--- src/rtl/owm_pkg.sv ---
// Shared types and constants for the 1-Wire bus master.
package owm_pkg;

  typedef enum logic [1:0] {
    ACT_TICK  = 2'd0,
    ACT_RESET = 2'd1,
    ACT_WRITE = 2'd2,
    ACT_READ  = 2'd3
  } action_t;

  typedef enum logic [2:0] {
    PH_IDLE    = 3'd0,
    PH_RST_LOW = 3'd1,
    PH_RST_REL = 3'd2,
    PH_LOW     = 3'd3,
    PH_MID     = 3'd4,
    PH_END     = 3'd5
  } phase_t;

  typedef enum logic [2:0] {
    REG_RESET_TIME     = 3'd0,
    REG_WRITE_ONE_LOW  = 3'd1,
    REG_SLOT_TIME      = 3'd2,
    REG_RECOVERY_TIME  = 3'd3,
    REG_SAMPLE_DELAY   = 3'd4
  } reg_idx_t;

  localparam logic [7:0] CRC_POLY = 8'h8C;

  localparam logic [9:0] RESET_TIME_DEF    = 10'd500;
  localparam logic [7:0] WRITE_ONE_LOW_DEF = 8'd5;
  localparam logic [7:0] SLOT_TIME_DEF     = 8'd80;
  localparam logic [7:0] RECOVERY_DEF      = 8'd5;
  localparam logic [7:0] SAMPLE_DELAY_DEF  = 8'd8;

  localparam logic [3:0] BITS_PER_BYTE = 4'd8;

  typedef struct packed {
    logic       rejected;
    logic [7:0] crc_value;
    logic [7:0] read_data;
    logic       done_res;
    logic       busy_res;
    logic       drive_low;
  } result_t;

endpackage

--- src/rtl/onewire_bus_master.sv ---
// 1-Wire bus master: tick-driven slot timing, byte shifter and Dallas CRC-8.
// Each transfer yields one result transfer, held in the result register or,
// while the output stalls, in the skid register. One item is taken every cycle
// while the skid register is empty; this two-entry output keeps input ready
// while a result waits. Synchronous active-high reset returns to idle with
// timing registers at their default values, CRC, shifter and read byte cleared.
module onewire_bus_master
  import owm_pkg::*;
#(
  parameter int TIMER_BITS = 10
) (
  input  logic        clk,
  input  logic        rst,
  // s_tdata: data_byte[7:0], line_level[8], zero[15:9]
  input  logic        s_tvalid,
  output logic        s_tready,
  input  logic [15:0] s_tdata,
  // s_tuser: action[1:0]
  input  logic [1:0]  s_tuser,
  // m_tdata: drive_low[0], busy_res[1], done_res[2], read_data[10:3],
  //          crc_value[18:11], rejected[19], zero[23:20]
  output logic        m_tvalid,
  input  logic        m_tready,
  output logic [23:0] m_tdata,
  input  logic        psel,
  input  logic        penable,
  input  logic        pwrite,
  input  logic [4:0]  paddr,
  input  logic [31:0] pwdata,
  output logic [31:0] prdata,
  output logic        pready
);

  logic [9:0] reset_time;
  logic [7:0] write_one_low_time;
  logic [7:0] slot_time;
  logic [7:0] recovery_time;
  logic [7:0] sample_delay;

  phase_t                  phase, phase_next;
  logic [TIMER_BITS-1:0]   phase_timer, phase_timer_next;
  logic [7:0]              shift_byte, shift_byte_next;
  logic [3:0]              bits_left, bits_left_next;
  logic                    reading, reading_next;
  logic [7:0]              crc_reg, crc_reg_next;
  logic [7:0]              read_latch, read_latch_next;
  logic                    done, rej, fb, in_bit;
  logic [9:0]              bit_dur;

  action_t   action;
  logic [7:0] data_byte;
  logic       line_level;
  logic       accept;
  reg_idx_t   cfg_idx;
  result_t    res_new, out_reg, skid;
  logic       skid_valid;

  assign action     = action_t'(s_tuser);
  assign data_byte  = s_tdata[7:0];
  assign line_level = s_tdata[8];
  assign accept     = s_tvalid && s_tready;
  assign s_tready   = !skid_valid;

  // configuration port
  assign pready  = 1'b1;
  assign cfg_idx = reg_idx_t'(paddr[4:2]);

  always_ff @(posedge clk) begin
    if (rst) begin
      reset_time         <= RESET_TIME_DEF;
      write_one_low_time <= WRITE_ONE_LOW_DEF;
      slot_time          <= SLOT_TIME_DEF;
      recovery_time      <= RECOVERY_DEF;
      sample_delay       <= SAMPLE_DELAY_DEF;
    end else if (psel && penable && pwrite && pready) begin
      unique case (cfg_idx)
        REG_RESET_TIME:    reset_time         <= pwdata[9:0];
        REG_WRITE_ONE_LOW: write_one_low_time <= pwdata[7:0];
        REG_SLOT_TIME:     slot_time          <= pwdata[7:0];
        REG_RECOVERY_TIME: recovery_time      <= pwdata[7:0];
        REG_SAMPLE_DELAY:  sample_delay       <= pwdata[7:0];
        default: ;
      endcase
    end
  end

  always_comb begin
    unique case (cfg_idx)
      REG_RESET_TIME:    prdata = {22'd0, reset_time};
      REG_WRITE_ONE_LOW: prdata = {24'd0, write_one_low_time};
      REG_SLOT_TIME:     prdata = {24'd0, slot_time};
      REG_RECOVERY_TIME: prdata = {24'd0, recovery_time};
      REG_SAMPLE_DELAY:  prdata = {24'd0, sample_delay};
      default:           prdata = 32'd0;
    endcase
  end

  // per-item state update
  always_comb begin
    phase_next       = phase;
    phase_timer_next = phase_timer;
    shift_byte_next  = shift_byte;
    bits_left_next   = bits_left;
    reading_next     = reading;
    crc_reg_next     = crc_reg;
    read_latch_next  = read_latch;
    done             = 1'b0;
    rej              = 1'b0;
    in_bit           = line_level;
    fb               = crc_reg[0] ^ line_level;
    bit_dur          = 10'd0;

    if (action == ACT_TICK) begin
      if (phase != PH_IDLE) begin
        if (phase_timer > TIMER_BITS'(1)) begin
          phase_timer_next = phase_timer - TIMER_BITS'(1);
        end else begin
          unique case (phase)
            PH_RST_LOW: begin
              phase_next       = PH_RST_REL;
              phase_timer_next = TIMER_BITS'(reset_time);
            end
            PH_RST_REL: begin
              phase_next       = PH_IDLE;
              phase_timer_next = '0;
              done             = 1'b1;
            end
            PH_LOW: begin
              phase_next = reading ? PH_MID : (shift_byte[0] ? PH_MID : PH_END);
              if (reading)            bit_dur = {2'd0, sample_delay};
              else if (shift_byte[0]) bit_dur = {2'd0, slot_time};
              else                    bit_dur = {2'd0, recovery_time};
              phase_timer_next = TIMER_BITS'(bit_dur);
            end
            PH_MID: begin
              phase_next = PH_END;
              if (reading) begin
                shift_byte_next  = {in_bit, shift_byte[7:1]};
                crc_reg_next     = {1'b0, crc_reg[7:1]} ^ (fb ? CRC_POLY : 8'd0);
                phase_timer_next = TIMER_BITS'(slot_time);
              end else begin
                phase_timer_next = TIMER_BITS'(recovery_time);
              end
            end
            PH_END: begin
              if (!reading) shift_byte_next = {1'b0, shift_byte[7:1]};
              bits_left_next = bits_left - 4'd1;
              if (bits_left_next == 4'd0) begin
                if (reading) read_latch_next = shift_byte_next;
                phase_next       = PH_IDLE;
                phase_timer_next = '0;
                done             = 1'b1;
              end else begin
                if (reading)                 bit_dur = {2'd0, recovery_time};
                else if (shift_byte_next[0]) bit_dur = {2'd0, write_one_low_time};
                else                         bit_dur = {2'd0, slot_time};
                phase_next       = PH_LOW;
                phase_timer_next = TIMER_BITS'(bit_dur);
              end
            end
            default: begin
              phase_next       = PH_IDLE;
              phase_timer_next = '0;
            end
          endcase
        end
      end
    end else if (phase != PH_IDLE) begin
      rej = 1'b1;
    end else if (action == ACT_RESET) begin
      crc_reg_next     = 8'd0;
      reading_next     = 1'b0;
      phase_next       = PH_RST_LOW;
      phase_timer_next = TIMER_BITS'(reset_time);
    end else begin
      reading_next    = (action == ACT_READ);
      shift_byte_next = (action == ACT_READ) ? 8'd0 : data_byte;
      bits_left_next  = BITS_PER_BYTE;
      if (action == ACT_READ)   bit_dur = {2'd0, recovery_time};
      else if (data_byte[0])    bit_dur = {2'd0, write_one_low_time};
      else                      bit_dur = {2'd0, slot_time};
      phase_next       = PH_LOW;
      phase_timer_next = TIMER_BITS'(bit_dur);
    end

    res_new.drive_low = (phase_next == PH_RST_LOW) || (phase_next == PH_LOW);
    res_new.busy_res  = (phase_next != PH_IDLE);
    res_new.done_res  = done;
    res_new.read_data = read_latch_next;
    res_new.crc_value = crc_reg_next;
    res_new.rejected  = rej;
  end

  always_ff @(posedge clk) begin
    if (rst) begin
      phase       <= PH_IDLE;
      phase_timer <= '0;
      shift_byte  <= 8'd0;
      bits_left   <= 4'd0;
      reading     <= 1'b0;
      crc_reg     <= 8'd0;
      read_latch  <= 8'd0;
    end else if (accept) begin
      phase       <= phase_next;
      phase_timer <= phase_timer_next;
      shift_byte  <= shift_byte_next;
      bits_left   <= bits_left_next;
      reading     <= reading_next;
      crc_reg     <= crc_reg_next;
      read_latch  <= read_latch_next;
    end
  end

  // result register and skid
  always_ff @(posedge clk) begin
    if (rst) begin
      m_tvalid   <= 1'b0;
      skid_valid <= 1'b0;
    end else if (!m_tvalid || m_tready) begin
      if (skid_valid) begin
        m_tvalid   <= 1'b1;
        skid_valid <= 1'b0;
      end else begin
        m_tvalid <= accept;
      end
    end else if (accept) begin
      skid_valid <= 1'b1;
    end
  end

  always_ff @(posedge clk) begin
    if (!m_tvalid || m_tready) begin
      if (skid_valid) out_reg <= skid;
      else if (accept) out_reg <= res_new;
    end else if (accept) begin
      skid <= res_new;
    end
  end

  assign m_tdata = {4'd0, out_reg};

endmodule
--- config.mk ---
export PLATFORM = sky130hd
export DESIGN_NAME = onewire_bus_master
export DESIGN_NICKNAME = d
export VERILOG_FILES = /design/src/rtl/owm_pkg.sv /design/src/rtl/onewire_bus_master.sv
export SDC_FILE = /design/constraint.sdc
export NUM_CORES = 1
export LEC_CHECK = 0
export BUFFER_PORTS_ARGS = -buffer_cell sky130_fd_sc_hd__buf_2
export CORE_MARGIN = 2
export CORE_UTILIZATION = 40
export DETAILED_ROUTE_END_ITERATION = 10
export PLACE_DENSITY_LB_ADDON = 0.3
export SLEW_MARGIN = 20
export SYNTH_ARGS = -nofsm -noshare
export SYNTH_HDL_FRONTEND = slang
export SYNTH_SLANG_ARGS = --single-unit
--- constraint.sdc ---
create_clock -name clk -period 6.3 [get_ports clk]
set_input_delay 1.89 -clock clk [delete_from_list [all_inputs] [get_ports clk]]
set_output_delay 1.89 -clock clk [all_outputs]
set_load 0.03 [all_outputs]
* Word-level counts from Yosys, hierarchy flattened
Index checks and enable logic that the tools add are counted.
** Storage, ports and cells
- Logic and storage cells :: 147
- Input bits :: 62
- Register bits :: 126
- Output and inout bits :: 59
** Operators by class
- Add/sub/neg operators :: 2
- Bitwise gates (word level) :: 5
- Magnitude comparators :: 1
- Eq/ne operators :: 20
- Reduce and logical (&&, ||, !) cells :: 25
- Muxes and demuxes :: 68
** Operator list (count)
- $mux 8 :: 34
- $mux 10 :: 5
- $pmux 10 s5 :: 1
- $mux 20 :: 2
- $pmux 10 s4 :: 1
- $mux 4 :: 6
- $pmux 8 s2 :: 1
- $eq 3x2->1 const B :: 5
- $reduce_and 2->1 :: 7
- $mux 3 :: 4
- $pmux 3 s4 :: 1
- $gt 10x1->1 const B :: 1
- $mux 1 :: 10
- $sub 10x1->10 const B :: 1
- $eq 3x1->1 const B :: 3
- $eq 3x3->1 const B :: 3
- $xor 7x8->8 :: 1
- $reduce_and 7->1 :: 1
- $ne 2x2->1 const B :: 3
- $reduce_and 3->1 :: 2
- $reduce_and 6->1 :: 1
- $reduce_bool 3->1 :: 2
- $logic_not 4->1 :: 1
- $mux 2 :: 2
- 16 further kinds :: 23

* Depth between registers and ports, before layout
Gate-level depths: netlist (run 1).
- Word-level depth :: 13
- Gate-level depth with buffers :: 10
- Gate-level depth less buffers :: 8

* Least setup slack after synthesis (run 1)
No wires, ideal clock.
- Kind :: input to output
- Start point :: input paddr[3]
- End point :: output prdata[0]
- Arrival time :: 3.208 ns
- Stages :: 4
- Setup slack :: 1.202 ns
- Path buffers :: 2
- Required time :: 4.410 ns
- Cell sequence :: clkbuf_1 > buf_1 > mux2i_1 > o22ai_1
** Between the ends
- Word-level cells in the longest chain between the ends :: 2
- Elaborated cells on any way between the ends :: 6
- Classes of those cells :: eq/ne (4); mux (1); reduce/logical (1)
** RTL lines
- start, declared :: RTL line onewire_bus_master.sv:28 : input logic [4:0] paddr,
- $eq 3x3->1, or another cell as far along :: RTL line onewire_bus_master.sv:88 : unique case (cfg_idx)
- $pmux 10 s5 (*) :: RTL line onewire_bus_master.sv:88
- end, declared :: RTL line onewire_bus_master.sv:30 : output logic [31:0] prdata,
Mark *: on every way between the ends. The rest lies on a longest branch, timed or not.

* Worst setup path after layout (run 1)
- Start point :: input paddr[3]
- End point :: output prdata[1]
Same word-level chain as after synthesis.

==> impl_metrics.yaml, run 1 <==
final_layout:
  final_nets: 877
  fin_area_mm2: 0.00802
  utilization_pct: 46.4
  stdcell_count: 1047
  area_delta_synth_final_pct: 13.5
  drive_above_1_share_pct: 19.2
  num_antenna_cells: 0
  nFillCells: 1675
detailed_routing:
  met1Wirelength_um: 8320
  met3_length_um: 945
  route.met2.wl_um: 7790
  wirelength_um: 17400
  dr.max_layer_used: "met4"
  vias: 5742
  dr.first_iter.drc_count: 347
  wire_per_inst_um: 16.6
  via_per_inst: 5.48
  drc_errors: 0
  first_pass_iters: 8
  ant_nets: 0
min_path:
  hold_path_class: "reg2reg"
  hold_depth: 2
  worstHoldEndpoint: "read_latch[5]"
  hp-start: "read_latch[5]"
floorplan:
  die-area_mm2: 0.0188
  fp.dieH_um: 137
  ios: 121
  fp-row-count: 48
  start_util_pct: 40.9
  core_mm2: 0.0173
  die_x_um: 137
placed_design:
  gp_congestion: 0.831
  numPortBuffers: 62
  placed_cells: 1015
  placed_cell_area_mm2: 0.00742
  place_hpwl_um: 11600
  pre_cts_ws_ns: 1.01
setup_path:
  critPathArrivalTime_ns: 3.46
  cp_slowest_cell: "buf_2"
  cp-start-kind: "primary input"
  cp_cell_sequence: "buf_2 > nor2b_1 > buf_4 > a21oi_1 > o22ai_1 > buf_2"
  critical_path.most_common_cell: "buf_2"
  cp_slowest_stage_delay_ns: 0.46
  criticalPathCategory: "in2out"
  r2r_slack_ns: 3.39
  cp-end-kind: "output pin"
  r2r_end: "phase_timer[1]"
  worstPathMaxFanout: 24
  r2r-start: "phase[1]"
  r2r_cells: 7
  required_ns: 4.41
yosys:
  synth_area_mm2: 0.00707
  async_flop_share_pct: 0
  synth_area_per_cell_um2: 9.18
  yosys.area.top_type: "dfxtp_1"
  synth_edf_count: 40
  ys_types: 70
  synth_common_cells: "98 x nor2_1, 86 x dfxtp_1, 82 x mux2i_1"
  ys_top_cells_by_area: "dfxtp_1 24%, edfxtp_1 17%, mux2i_1 12%"
  yosysMostFrequentCell: "nor2_1"
  syn_inst: 770
  ys_seq_elements: 126
  yosys_warnings: 0
  ys_seq_area_share_pct: 41.3
  ys.flop_type: "dfxtp_1"
  synth_top_area_share_pct: 24.3
sta:
  max_slew_margin_pct: 31.0
  clock.fmax_mhz: 187
  rsz0062_at_grt: "false"
  min_period_ns: 5.35
  whs_ns: 0.491
  period_share_pct: 85.0
  setup_ws_ns: 0.946
  setup_viol: 0
  setup_tns_ns: 0
  hold_viol_final: 0
  fin_skew_ns: 0.00837
  slew_violations: 0
  tightest_slew_ns: 1.03
grt:
  grt_pass1_wl_um: 27800
  antenna_found_initial: 0
  grt_overflow: 0
  grt_max_degree: 64
  grt_usage_pct: 19.3
  grt_pass1_vias: 5260
pwr:
  seqPwrFrac_pct: 40.6
  p_sw_mw: 0.620
  power_mw: 2.21
  switching_share_pct: 28.0
  p_leak_nw: 3.11
  clockPowerShare_pct: 45.2
  pwr-share-comb_pct: 14.3
  vdd_drop_max_mv: 0.220
  power_density_mw_per_mm2: 276
  internal_power_mw: 1.59
clock_network:
  htreeDepth: 4
  root_buffer: "clkbuf_16"
  clockBufferDepth: 2
  cts_tree: "done"
  numCtsBuffers: 17
  clkLatencyLatePin_ns: 0.43
  path_clk_slew_ns: 0.06
  post-cts-setup-buffers: 0
  post_cts_resized: 0
  clock-sinks: 126
  cts_hold_buf: 0
flow_run:
  drv_cap: 0
outcome:
  status: "completed"
cells by family after synthesis:
logic type	count (synthesis)	synth area share, %
compound gates	162	15.2
xor+xnor	5	0.619
fa+ha+maj	6	1.06
buf+inv	94	6.71
flops	126	41.3
mux	117	17.2
other cells	2	0.106
simple gates	258	17.8
per-layer routing:
layer	up-vias	track usage, %
met1	2705	26.2
li1	2822	-
met5	-	0
met2	190	29.9
met4	0	7.67
met3	25	4.04
placed cells by master (no fill, tap or decap), types with 8 or more instances in the layout:
master,n
o22ai_1,9
inv_1,17
mux2i_1,82
edfxtp_1,40
o31ai_1,9
dfxtp_1,86
conb_1,27
o21ai_0,23
nor3_1,15
buf_2,62
nand3b_1,9
mux2_2,35
clkbuf_16,17
a21oi_1,52
nor2_1,96
nand3_1,22
o211ai_1,12
buf_4,8
nand2_1,67
worst max-delay path by stage:
| stage | start | endpoint | slack, ns |
|---|---|---|---|
| after floorplan | paddr[3] | prdata[0] | 1.20 |
| after global placement | paddr[3] | prdata[1] | 1.02 |
| after detailed placement | paddr[3] | prdata[1] | 1.01 |
| after CTS | paddr[3] | prdata[1] | 0.99 |
| after global routing | paddr[3] | prdata[1] | 0.85 |
| final | paddr[3] | prdata[1] | 0.95 |
power by group through the flow:
stage	logic (mW)	clock network [mW]	registers (mW)
2_1_floorplan	0.242	0	0.914
3_3_place_gp	0.309	0	0.913
3_5_place_dp	0.310	0	0.914
4_1_cts	0.313	1.01	0.896
5_1_grt	0.345	1.05	0.901
6_report	0.315	0.998	0.897
area by class of cell:
class | instances | area (um2) | share of cell area (%)
Clock inverter | 12 | 163 | 2.03
Clock buffer | 20 | 437 | 5.44
Timing Repair Buffer | 70 | 370 | 4.62
Tap cell | 225 | 282 | 3.51
Sequential cell | 126 | 2920 | 36.4
Multi-Input combinational cell | 575 | 3780 | 47.1
Inverter | 19 | 71.3 | 0.889
worst max-delay path, delay by kind of cell:
family / cells / cell delay [ns]
buffers and inverters: 3 / 0.93
AO/OA/AOI/OAI: 2 / 0.29
AND/OR/NAND/NOR: 1 / 0.35
Note: power is estimated with default switching activity, not from simulation.
==> run 2: changes to the inputs <==
Settings changed: ABC_AREA set to 1.
Clock period 6.3 ns to 5.4 ns, I/O delays scaled along.
==> run 2 against run 1 <==
Clock skew up 0.0081 ns. Critical path type unchanged. Highest routed layer unchanged. Critical path depth up 1. Final area up 0.42%. Clock-buffer cell count down 3.
==> impl_metrics.yaml, run 2 <==
sta:
  tightest_slew_ns: 1.22
  max_slew_margin_pct: 17.5
  rsz0062_at_grt: "false"
  whs_ns: 0.470
  min_period_ns: 4.62
  fin_skew_ns: 0.0165
  period_share_pct: 85.5
  setup_ws_ns: 0.781
  setup_tns_ns: 0
  hold_viol_final: 0
  clock.fmax_mhz: 217
  setup_viol: 0
  slew_violations: 0
detailed_routing:
  dr.first_iter.drc_count: 613
  drc_errors: 0
  via_per_inst: 5.26
  wire_per_inst_um: 15.1
  first_pass_iters: 5
  wirelength_um: 19300
  vias: 6725
  ant_nets: 0
grt:
  grt_util_met2_pct: 34.2
  use_met1_pct: 27.6
  grt_overflow: 0
  grt_usage_pct: 21.3
  grt_max_degree: 42
  grt_pass1_vias: 5959
  antenna_found_initial: 0
  use_met3_pct: 5.00
  grt-busiest-layer: "met2"
  grt_pass1_wl_um: 30900
min_path:
  worstHoldEndpoint: "shift_byte[4]"
  hold_depth: 2
  hold_path_class: "reg2reg"
  hp-start: "shift_byte[4]"
placed_design:
  placed_cell_area_mm2: 0.00749
  place_hpwl_um: 13400
  gp_congestion: 0.900
  numPortBuffers: 62
  placed_cells: 1247
  pre_cts_ws_ns: 0.839
final_layout:
  final_common_cell: "nand2_1"
  area_delta_synth_final_pct: 13.6
  utilization_pct: 46.6
  drive_above_1_share_pct: 13.7
  final_nets: 1109
  mostFrequentLayoutCells: "205 x nand2_1, 126 x o21ai_0, 109 x inv_1"
  num_antenna_cells: 0
  stdcell_count: 1279
  fin_area_mm2: 0.00806
clock_network:
  cts_hold_buf: 0
  numCtsBuffers: 17
  post-cts-setup-buffers: 0
  clkLatencyLatePin_ns: 0.43
  root_buffer: "clkbuf_16"
  post_cts_resized: 0
  clockBufferDepth: 2
  htreeDepth: 4
  path_clk_slew_ns: 0.06
  cts_tree: "done"
  clock-sinks: 126
yosys:
  synth_area_per_cell_um2: 7.16
  synth_area_mm2: 0.00709
  syn_inst: 990
  async_flop_share_pct: 0
  ys_top_cells_by_area: "dfxtp_1 24%, edfxtp_1 17%, nand2_1 11%"
  ys.flop_type: "dfxtp_1"
  yosys_warnings: 0
  ys_seq_area_share_pct: 41.2
  yosysMostFrequentCell: "nand2_1"
  synth_top_area_share_pct: 24.3
  ys_types: 41
  synth_common_cells: "205 x nand2_1, 126 x o21ai_0, 110 x inv_1"
  yosys.area.top_type: "dfxtp_1"
  ys_seq_elements: 126
  synth_edf_count: 40
pwr:
  power_mw: 2.64
  power_density_mw_per_mm2: 327
  p_leak_nw: 3.51
  vdd_drop_max_mv: 0.222
setup_path:
  r2r-start: "reading"
  r2r_cells: 9
  critPathArrivalTime_ns: 3.00
  worstPathMaxFanout: 6
  cp-start-kind: "primary input"
  r2r_slack_ns: 2.29
  cp-end-kind: "output pin"
  criticalPathCategory: "in2out"
  r2r_end: "read_latch[7]"
  required_ns: 3.78
floorplan:
  die_x_um: 137
  fp-row-count: 48
  start_util_pct: 41.0
  fp.dieH_um: 137
  ios: 121
  core_mm2: 0.0173
  die-area_mm2: 0.0188
outcome:
  status: "completed"
flow_run:
  drv_cap: 0
run 2: cell types whose count changed in the layout (fill, tap and decap cells not counted), moves of 8 or more:
| cell | change |
|---|---|
| nand3_1 | +16 |
| inv_2 | +8 |
| mux2i_1 | -82 |
| nor3_1 | -9 |
| nand3b_1 | -9 |
| mux2_2 | -35 |
| nand2_1 | +138 |
| a21oi_1 | +50 |
| inv_1 | +92 |
| o21ai_0 | +103 |
run 2: worst max-delay path, stage by stage:
cell     delay [ns]
buf_2          0.11
nor3_2         0.49
inv_1          0.21
o21ai_0        0.19
nor2_1         0.06
o21ai_0        0.09
buf_2          0.23
run 2: layer usage:
layer / wire [um] / up-vias / part of all wire, %
met5: 0 / - / 0
li1: - / 3348 / -
met4: 454 / 0 / 2.3
met3: 1310 / 41 / 6.8
met1: 8510 / 3064 / 44
met2: 9080 / 272 / 47
run 2: area by class of cell:
cell class	count	area, um2
Clock buffer	17	425
Clock inverter	15	144
Fill cell	1764	9240
Inverter	126	477
Multi-Input combinational cell	697	3410
Sequential cell	126	2920
Tap cell	225	282
Timing Repair Buffer	73	393
run 2: kinds of logic after synthesis:
family	after synthesis	synth area share [%]
compound gates	294	22.9
xor+xnor	7	0.864
fa+ha+maj	6	1.06
buf+inv	192	12.0
flops	126	41.2
other cells	2	0.106
simple gates	363	21.8
run 2: worst max-delay path by stage:
stage / start / endpoint / slack [ns] / cells after the start
2_1_floorplan: paddr[2] / prdata[0] / 1.12 / 3
3_3_place_gp: paddr[3] / prdata[1] / 0.78 / 7
3_5_place_dp: paddr[3] / prdata[4] / 0.84 / 7
4_1_cts: paddr[3] / prdata[4] / 0.80 / 7
5_1_grt: paddr[2] / prdata[0] / 0.69 / 8
6_report: paddr[3] / prdata[4] / 0.78 / 7
run 2: report_power, final:
part | internal [mW] | switching [mW] | total (mW)
logic | 0.138 | 0.333 | 0.471
registers | 1.03 | 0.0369 | 1.07
clock network | 0.610 | 0.490 | 1.10
